--- src/sv/xsrg_pkg.sv ---
`default_nettype none
// ----------------------------------------------------------------------------
// xsrg_pkg
// shared types, constants and seed derivation for the xorshift128 range
// generator
// ----------------------------------------------------------------------------
package xsrg_pkg;

    localparam int unsigned FIFO_DEPTH = 2;
    localparam int unsigned FIFO_AW    = $clog2(FIFO_DEPTH);
    localparam int unsigned FIFO_CW    = $clog2(FIFO_DEPTH + 1);

    localparam logic [31:0] SEED_W_RST = 32'd88675123;
    localparam logic [31:0] SEED_X_RST = 32'd123456789;
    localparam logic [31:0] SEED_Y_RST = 32'd362436069;
    localparam logic [31:0] SEED_Z_RST = 32'd521288629;

    typedef enum logic [1:0] {
        REG_SEED_W = 2'd0,
        REG_SEED_X = 2'd1,
        REG_SEED_Y = 2'd2,
        REG_SEED_Z = 2'd3
    } t_reg_idx;

    typedef struct packed {
        logic [31:0] a;
        logic [31:0] b;
        logic [31:0] c;
        logic [31:0] d;
    } t_words;

    typedef struct packed {
        logic [31:0] raw;
        logic [31:0] lo;
        logic [31:0] span;
        logic [31:0] count;
    } t_job;

    function automatic t_words load_words(input logic [31:0] sw, input logic [31:0] sx,
                                          input logic [31:0] sy, input logic [31:0] sz);
        t_words w;
        w.a = (sx != 32'd0) ? sx : (sw << 13);
        w.b = (sy != 32'd0) ? sy : ((sw >> 9) ^ (w.a << 6));
        w.c = (sz != 32'd0) ? sz : (w.b >> 7);
        w.d = sw;
        return w;
    endfunction

endpackage
`default_nettype wire

--- src/sv/xsrg_front.sv ---
`default_nettype none
// ----------------------------------------------------------------------------
// xsrg_front
// seed registers, config port and xorshift128 state; draws one word per
// accepted item and hands the job to the queue
// ----------------------------------------------------------------------------
module xsrg_front
    import xsrg_pkg::*;
(
    input  wire logic        i_clk,
    input  wire logic        i_rst_n,
    input  wire logic        psel,
    input  wire logic        penable,
    input  wire logic        pwrite,
    input  wire logic [3:0]  paddr,
    input  wire logic [31:0] pwdata,
    output logic      [31:0] prdata,
    output logic             pready,
    input  wire logic        push,
    input  wire logic [31:0] i_low_bound,
    input  wire logic [31:0] i_high_bound,
    input  wire logic        i_q_full,
    output logic             o_q_push,
    output t_job             o_job
);

    logic [31:0] r_seed_w, r_seed_x, r_seed_y, r_seed_z;
    logic [31:0] n_seed_w, n_seed_x, n_seed_y, n_seed_z;
    t_words      r_words;
    logic [31:0] r_count;
    logic        cfg_wr;
    logic [31:0] t_mix;
    logic [31:0] new_d;
    t_reg_idx    reg_idx;

    assign pready  = 1'b1;
    assign cfg_wr  = psel && penable && pwrite;
    assign reg_idx = t_reg_idx'(paddr[3:2]);

    always_comb begin
        n_seed_w = r_seed_w;
        n_seed_x = r_seed_x;
        n_seed_y = r_seed_y;
        n_seed_z = r_seed_z;
        case (reg_idx)
            REG_SEED_W: n_seed_w = pwdata;
            REG_SEED_X: n_seed_x = pwdata;
            REG_SEED_Y: n_seed_y = pwdata;
            REG_SEED_Z: n_seed_z = pwdata;
            default:    n_seed_w = r_seed_w;
        endcase
    end

    always_comb begin
        case (reg_idx)
            REG_SEED_W: prdata = r_seed_w;
            REG_SEED_X: prdata = r_seed_x;
            REG_SEED_Y: prdata = r_seed_y;
            REG_SEED_Z: prdata = r_seed_z;
            default:    prdata = 32'd0;
        endcase
    end

    assign t_mix    = r_words.a ^ (r_words.a << 11);
    assign new_d    = r_words.d ^ (r_words.d >> 19) ^ t_mix ^ (t_mix >> 8);
    assign o_q_push = push && !i_q_full;

    assign o_job.raw   = new_d;
    assign o_job.lo    = i_low_bound;
    assign o_job.span  = i_high_bound - i_low_bound + 32'd1;
    assign o_job.count = r_count + 32'd1;

    always_ff @(posedge i_clk) begin
        if (!i_rst_n) begin
            r_seed_w <= SEED_W_RST;
            r_seed_x <= SEED_X_RST;
            r_seed_y <= SEED_Y_RST;
            r_seed_z <= SEED_Z_RST;
            r_words  <= load_words(SEED_W_RST, SEED_X_RST, SEED_Y_RST, SEED_Z_RST);
            r_count  <= 32'd0;
        end else if (cfg_wr) begin
            r_seed_w <= n_seed_w;
            r_seed_x <= n_seed_x;
            r_seed_y <= n_seed_y;
            r_seed_z <= n_seed_z;
            r_words  <= load_words(n_seed_w, n_seed_x, n_seed_y, n_seed_z);
            r_count  <= 32'd0;
        end else if (o_q_push) begin
            r_words.a <= r_words.b;
            r_words.b <= r_words.c;
            r_words.c <= r_words.d;
            r_words.d <= new_d;
            r_count   <= o_job.count;
        end
    end

endmodule
`default_nettype wire

--- src/sv/xsrg_fifo.sv ---
`default_nettype none
// ----------------------------------------------------------------------------
// xsrg_fifo
// short job queue between the draw front and the modulo back
// ----------------------------------------------------------------------------
module xsrg_fifo
    import xsrg_pkg::*;
(
    input  wire logic i_clk,
    input  wire logic i_rst_n,
    input  wire logic i_push,
    input  t_job      i_data,
    output logic      o_full,
    input  wire logic i_pop,
    output t_job      o_data,
    output logic      o_empty
);

    t_job                 r_mem [FIFO_DEPTH];
    logic [FIFO_AW-1:0]   r_wptr, r_rptr;
    logic [FIFO_CW-1:0]   r_cnt;
    logic                 do_push, do_pop;

    assign o_full  = (r_cnt == FIFO_CW'(FIFO_DEPTH));
    assign o_empty = (r_cnt == '0);
    assign do_push = i_push && !o_full;
    assign do_pop  = i_pop && !o_empty;
    assign o_data  = r_mem[r_rptr];

    always_ff @(posedge i_clk) begin
        if (do_push) begin
            r_mem[r_wptr] <= i_data;
        end
    end

    always_ff @(posedge i_clk) begin
        if (!i_rst_n) begin
            r_wptr <= '0;
            r_rptr <= '0;
            r_cnt  <= '0;
        end else begin
            if (do_push) begin
                r_wptr <= (r_wptr == FIFO_AW'(FIFO_DEPTH - 1)) ? '0 : r_wptr + 1'b1;
            end
            if (do_pop) begin
                r_rptr <= (r_rptr == FIFO_AW'(FIFO_DEPTH - 1)) ? '0 : r_rptr + 1'b1;
            end
            if (do_push && !do_pop) begin
                r_cnt <= r_cnt + 1'b1;
            end else if (do_pop && !do_push) begin
                r_cnt <= r_cnt - 1'b1;
            end
        end
    end

    a_no_push_when_full: assert property (@(posedge i_clk) disable iff (!i_rst_n)
        !(i_push && o_full))
        else $error("push into full job queue");

    a_cnt_bound: assert property (@(posedge i_clk) disable iff (!i_rst_n)
        r_cnt <= FIFO_CW'(FIFO_DEPTH))
        else $error("job queue count overflow");

endmodule
`default_nettype wire

--- src/sv/xsrg_back.sv ---
`default_nettype none
// ----------------------------------------------------------------------------
// xsrg_back
// bit-serial unsigned remainder of raw word by span, low bound added, and
// result output register
// ----------------------------------------------------------------------------
module xsrg_back
    import xsrg_pkg::*;
(
    input  wire logic        i_clk,
    input  wire logic        i_rst_n,
    input  wire logic        i_q_empty,
    input  t_job             i_job,
    output logic             o_q_pop,
    output logic             empty,
    input  wire logic        pop,
    output logic      [31:0] o_raw_word,
    output logic      [31:0] o_ranged_value,
    output logic      [31:0] o_draw_count
);

    typedef enum logic [2:0] {
        ST_IDLE = 3'b001,
        ST_DIV  = 3'b010,
        ST_DONE = 3'b100
    } t_state;

    t_state      r_state;
    logic [4:0]  r_bit;
    logic [31:0] r_rem, r_dvd, r_span, r_lo, r_raw, r_count;
    logic        r_out_valid;
    logic [32:0] trial;
    logic [32:0] diff;
    logic [31:0] n_rem;
    logic        out_free;
    logic        out_load;

    assign trial    = {r_rem, r_dvd[31]};
    assign diff     = trial - {1'b0, r_span};
    assign n_rem    = diff[32] ? trial[31:0] : diff[31:0];
    assign out_free = !r_out_valid || pop;
    assign out_load = (r_state == ST_DONE) && out_free;
    assign o_q_pop  = (r_state == ST_IDLE) && !i_q_empty;
    assign empty    = !r_out_valid;

    always_ff @(posedge i_clk) begin
        case (r_state)
            ST_IDLE: begin
                if (o_q_pop) begin
                    r_raw   <= i_job.raw;
                    r_lo    <= i_job.lo;
                    r_span  <= i_job.span;
                    r_count <= i_job.count;
                    r_dvd   <= i_job.raw;
                    r_rem   <= (i_job.span == 32'd0) ? i_job.raw : 32'd0;
                    r_bit   <= 5'd31;
                end
            end
            ST_DIV: begin
                r_rem <= n_rem;
                r_dvd <= {r_dvd[30:0], 1'b0};
                r_bit <= r_bit - 5'd1;
            end
            default: begin
                r_rem <= r_rem;
            end
        endcase
        if (out_load) begin
            o_raw_word     <= r_raw;
            o_ranged_value <= r_rem + r_lo;
            o_draw_count   <= r_count;
        end
    end

    always_ff @(posedge i_clk) begin
        if (!i_rst_n) begin
            r_state     <= ST_IDLE;
            r_out_valid <= 1'b0;
        end else begin
            case (r_state)
                ST_IDLE: begin
                    if (o_q_pop) begin
                        r_state <= (i_job.span == 32'd0) ? ST_DONE : ST_DIV;
                    end
                end
                ST_DIV: begin
                    if (r_bit == 5'd0) begin
                        r_state <= ST_DONE;
                    end
                end
                ST_DONE: begin
                    if (out_free) begin
                        r_state <= ST_IDLE;
                    end
                end
                default: r_state <= ST_IDLE;
            endcase
            if (out_load) begin
                r_out_valid <= 1'b1;
            end else if (pop) begin
                r_out_valid <= 1'b0;
            end
        end
    end

    a_done_waits: assert property (@(posedge i_clk) disable iff (!i_rst_n)
        (r_state == ST_DONE) && !out_free |=> (r_state == ST_DONE))
        else $error("finished item left before output was free");

    a_load_sets_valid: assert property (@(posedge i_clk) disable iff (!i_rst_n)
        out_load |=> r_out_valid)
        else $error("output register not valid after load");

    a_pop_only_idle: assert property (@(posedge i_clk) disable iff (!i_rst_n)
        o_q_pop |-> (r_state == ST_IDLE) && !i_q_empty)
        else $error("job taken while busy");

    a_div_ends: assert property (@(posedge i_clk) disable iff (!i_rst_n)
        (r_state == ST_DIV) && (r_bit == 5'd0) |=> (r_state == ST_DONE))
        else $error("remainder unit did not finish");

endmodule
`default_nettype wire

--- src/sv/xorshift128_range_generator_core.sv ---
`default_nettype none
// ----------------------------------------------------------------------------
// xorshift128_range_generator_core
// xorshift128 generator returning raw word, ranged value and draw count
// ----------------------------------------------------------------------------
// Each accepted item draws one xorshift128 word in the cycle it is accepted
// and enters a two-entry job queue, so push is taken while the queue has
// room. The ranged value comes from a bit-serial remainder unit that retires
// one quotient bit per cycle. The back end takes the job in its idle state,
// runs 32 remainder steps (skipped when the span wraps to zero), then loads
// the output register once it is free, and takes no new job before that load.
// Results wait in an output register until popped. Writing any seed register
// reloads the state with zero seeds derived from seed_w and clears the draw count.
// ----------------------------------------------------------------------------
module xorshift128_range_generator_core
    import xsrg_pkg::*;
(
    input  wire logic        i_clk,
    input  wire logic        i_rst_n,
    input  wire logic        psel,
    input  wire logic        penable,
    input  wire logic        pwrite,
    input  wire logic [3:0]  paddr,
    input  wire logic [31:0] pwdata,
    output logic      [31:0] prdata,
    output logic             pready,
    input  wire logic        push,
    output logic             full,
    input  wire logic [31:0] i_low_bound,
    input  wire logic [31:0] i_high_bound,
    output logic             empty,
    input  wire logic        pop,
    output logic      [31:0] o_raw_word,
    output logic      [31:0] o_ranged_value,
    output logic      [31:0] o_draw_count
);

    t_job job_in;
    t_job job_out;
    logic q_push;
    logic q_pop;
    logic q_empty;

    xsrg_front u_front (
        .i_clk        (i_clk),
        .i_rst_n      (i_rst_n),
        .psel         (psel),
        .penable      (penable),
        .pwrite       (pwrite),
        .paddr        (paddr),
        .pwdata       (pwdata),
        .prdata       (prdata),
        .pready       (pready),
        .push         (push),
        .i_low_bound  (i_low_bound),
        .i_high_bound (i_high_bound),
        .i_q_full     (full),
        .o_q_push     (q_push),
        .o_job        (job_in)
    );

    xsrg_fifo u_fifo (
        .i_clk   (i_clk),
        .i_rst_n (i_rst_n),
        .i_push  (q_push),
        .i_data  (job_in),
        .o_full  (full),
        .i_pop   (q_pop),
        .o_data  (job_out),
        .o_empty (q_empty)
    );

    xsrg_back u_back (
        .i_clk          (i_clk),
        .i_rst_n        (i_rst_n),
        .i_q_empty      (q_empty),
        .i_job          (job_out),
        .o_q_pop        (q_pop),
        .empty          (empty),
        .pop            (pop),
        .o_raw_word     (o_raw_word),
        .o_ranged_value (o_ranged_value),
        .o_draw_count   (o_draw_count)
    );

endmodule
`default_nettype wire
--- config.mk ---
export PLATFORM = sky130hd
export DESIGN_NAME = xorshift128_range_generator_core
export DESIGN_NICKNAME = d
export VERILOG_FILES = /design/src/sv/xsrg_pkg.sv /design/src/sv/xsrg_front.sv /design/src/sv/xsrg_fifo.sv /design/src/sv/xsrg_back.sv /design/src/sv/xorshift128_range_generator_core.sv
export SDC_FILE = /design/constraint.sdc
export NUM_CORES = 1
export LEC_CHECK = 0
export ABC_AREA = 1
export BUFFER_PORTS_ARGS = -buffer_cell sky130_fd_sc_hd__clkbuf_2
export CORE_AREA = 2 2 314 394
export DETAILED_ROUTE_END_ITERATION = 12
export DIE_AREA = 0 0 316 396
export HOLD_SLACK_MARGIN = 0.1
export PLACE_DENSITY = 0.54
export SETUP_SLACK_MARGIN = 0.1
export SYNTH_ARGS = -nofsm -noshare
export SYNTH_HDL_FRONTEND = slang
export SYNTH_HIERARCHICAL = 1
export SYNTH_SLANG_ARGS = --single-unit
--- constraint.sdc ---
create_clock -name i_clk -period 18.25 [get_ports i_clk]
set_clock_uncertainty 0.05 [all_clocks]
set_input_delay 5.475 -clock i_clk [delete_from_list [all_inputs] [get_ports i_clk]]
set_output_delay 5.475 -clock i_clk [all_outputs]
set_load 0.02 [all_outputs]
==> metrics.txt <==
status finished clean; worst slew pin tran 1.28 ns; DP Wirelength 96,000 um; Hold Path Cell Cnt 0; max_slew headroom between 10 and 15%; Ys Warns 6; Worst-Skew Late Latency between 0.6 and 0.7 ns; hold path endpoint u_back/o_raw_word[25]$_DFFE_PP_; RePlAce Congestion a little over 0.9; GRT Total Usage between 20% and 30%; Core ar. 121,000 um2; CP max FO 66; worst path cell trace clkbuf_2, inv_2, nand2_1, buf_4, inv_1, buf_4, nand2_1, o2111ai_1, clkbuf_2; slowest stage cell, crit path buf_4; Clock Root Buffer clkbuf_16; hold buffer count at cts 0; FF+latch count, synth approximately 850; Largest regs u_fifo/r_mem x256, u_front/r_words x128; CTS tree done; register area share after synthesis a little over half; Die Y roughly 400 um; Max Cap Violations 0; layout cell share with drive strength beyond 1 a little over an eighth; 1st-pass router iterations 5; CTS clk-pin slew, worst paths roughly 0.060 ns; Pwr per Cell Area ~160 nW/um2; Post-Syn Nets roughly 4,800; die area around 130,000 um2; Fillers around 12,000; initial antenna violation count 0; Post-CTS Setup Inserts 0; area of the multi-input gates 16,800 um2; Std-Cell Rows approximately 140; synth-to-layout area growth 12.8%; Fin. Hold Viols 0; setup ws final around 4.5 ns; max reg flops approximately 260; via-per-instance ratio between 5 and 6; IO Pins roughly 240; synth unique cells 55; crit start category input port; reg2reg end u_back/r_rem[15]$_DFFE_PP_; Worst Min Path Start u_back/r_raw[25]$_DFFE_PP_; CP Capture Type output pin; first-pass GRT wire length just under 200,000 um; # port buffers between 200 and 250; worst endpoint data arrival time about 8.2 ns; nets between 4,000 and 5,000; largest net degree at the start of global routing 94; Reg2Reg Depth 8; hold_ws 0.363 ns; CP Class in -> out; Post-Route WL approximately 130,000 um; WL per Instance 20.3 um; Max Transition Viols Final 0; worst reg2reg setup slack 13.84 ns; RSZ-0062 raised after global routing false; Static Leakage between 0.02 and 0.025 uW; number of global-route vias before repair 31,100; Resized cells post-CTS 0; # diodes 0; clock sinks 846; final setup fails 0; crit path time final 13.73 ns; Die Width between 300 and 400 um; Reg area approximately 22,000 um2; Final Util approximately 39%; Peak VDD IR between 0.07 and 0.08 mV; largest register by flop count u_fifo/r_mem; post-place setup slack ~4.6 ns; max incr delay on CP between 0.5 and 0.6 ns; via count between 30,000 and 40,000; drt initial violations ~2,400; post-route ant nets 0; drc violations 0; worst endpoint required time 12.73 ns; Longest Clk Path Bufs 3; TritonCTS buffer count slightly below 90; gr ovfl total 0; hold crit path type reg -> reg; f_max between 70 and 80 MHz; post-synthesis instance area between 40,000 and 50,000 um2; H-tree Lvls 3; total power approximately 7700 uW; Initial Util roughly a third; fin crit share between 70% and 80%; Syn Area/Cell 9.24 um2; Mapped Cells approximately 4,600; Fin Setup TNS 0 ns
per-layer routing:
metal	share of wire [%]	GRT usage (%)
met3	5.1	3.34
met2	49	35.4
met4	3.7	8.12
met5	0	0
met1	42	25.4
power breakdown:
part / total [uW] / leakage (uW) / internal [uW] / switching, uW
Clock: 1870 / 0.00144 / 1100 / 774
Combinational: 2830 / 0.0111 / 913 / 1910
Sequential: 3040 / 0.00753 / 2780 / 265
how the worst max path moves through the flow:
stage | start | endpoint | slack (ns) | cells past startpoint
2_1_floorplan | pop | u_back/o_draw_count[0]$_DFFE_PP_ | 2.82 | 2
3_3_place_gp | paddr[2] | prdata[3] | 4.57 | 9
3_5_place_dp | paddr[2] | prdata[3] | 4.56 | 9
4_1_cts | paddr[2] | prdata[3] | 4.56 | 9
5_1_grt | paddr[2] | prdata[3] | 4.35 | 9
6_report | paddr[2] | prdata[3] | 4.52 | 9
synthesized netlist by cell type (all sizes together):
library cell | number | area share, %
clkbuf | 118 | 1.2
edfxtp | 549 | 39
o221ai | 1 | 0.021
a22oi | 62 | 1.1
a21o | 13 | 0.23
nand3 | 209 | 2.6
o2111ai | 41 | 0.85
or2 | 15 | 0.22
dfxtp | 297 | 14
o22ai | 44 | 0.65
o211ai | 7 | 0.12
a21oi | 208 | 2.5
buf | 96 | 1.5
xnor2 | 75 | 1.6
and2 | 4 | 0.059
a31oi | 8 | 0.12
a221oi | 20 | 0.41
nor2 | 174 | 1.6
mux2i | 3 | 0.071
nand2 | 1242 | 11
a32o | 1 | 0.024
and3 | 1 | 0.015
a21boi | 11 | 0.20
fa | 3 | 0.14
inv | 537 | 4.8
o21ai | 308 | 3.6
mux2 | 128 | 3.4
nor3 | 32 | 0.39
nand4 | 41 | 0.61
nor4 | 18 | 0.27
xor2 | 118 | 2.4
o21a | 20 | 0.35
conb | 1 | 0.0089
clkinv | 4 | 0.035
o21bai | 14 | 0.25
nand3b | 19 | 0.34
a22o | 6 | 0.12
nor4b | 1 | 0.021
ha | 127 | 3.8
layout by cell type (no fill, tap or decap), types with 62 or more instances in the layout:
master	Yosys	final
nand2_1	1214	1212
dfxtp_1	297	296
clkbuf_2	0	233
clkbuf_16	0	93
nor2_1	168	161
mux2_2	128	128
a21oi_1	205	205
edfxtp_1	549	549
inv_1	530	527
xor2_1	118	118
ha_1	127	127
o21ai_0	289	288
nand3_1	197	196
a22oi_1	62	62
xnor2_1	75	75
metrics by stage:
stage	area, um2	instances
3_3_place_gp	44700	6234
3_5_place_dp	44700	6234
4_1_cts	47700	6398
5_1_grt	47700	6398
2_1_floorplan	42300	4576
6_report	47700	6398
cell families (layout without fill, tap and decap cells):
group | after synthesis | after routing | synth area share [%]
and+or+nand+nor | 1756 | 1756 | 17.4
DFF | 846 | 846 | 53.0
AOI/OAI and AO/OA | 764 | 764 | 10.6
buffers and inverters | 755 | 982 | 7.56
xor gates and xnor gates | 193 | 193 | 4.00
muxes | 131 | 131 | 3.48
adders and majority gates | 130 | 130 | 3.90
other | 1 | 1 | 0.00887
critical path, delay by kind of cell:
family	cells	cell delay (ns)
simple gates	2	0.18
buf+inv	6	2.30
compound gates	1	0.22
area by class of cell:
class | instances | area share [%]
well taps | 1595 | 4.18
repair buffers | 277 | 3.13
clock buffers | 115 | 5.20
inverters | 541 | 4.26
clock inverters | 49 | 1.09
flip-flops and latches | 846 | 47.0
multi-input cells | 2975 | 35.1
(Power assumes the default switching activity.)
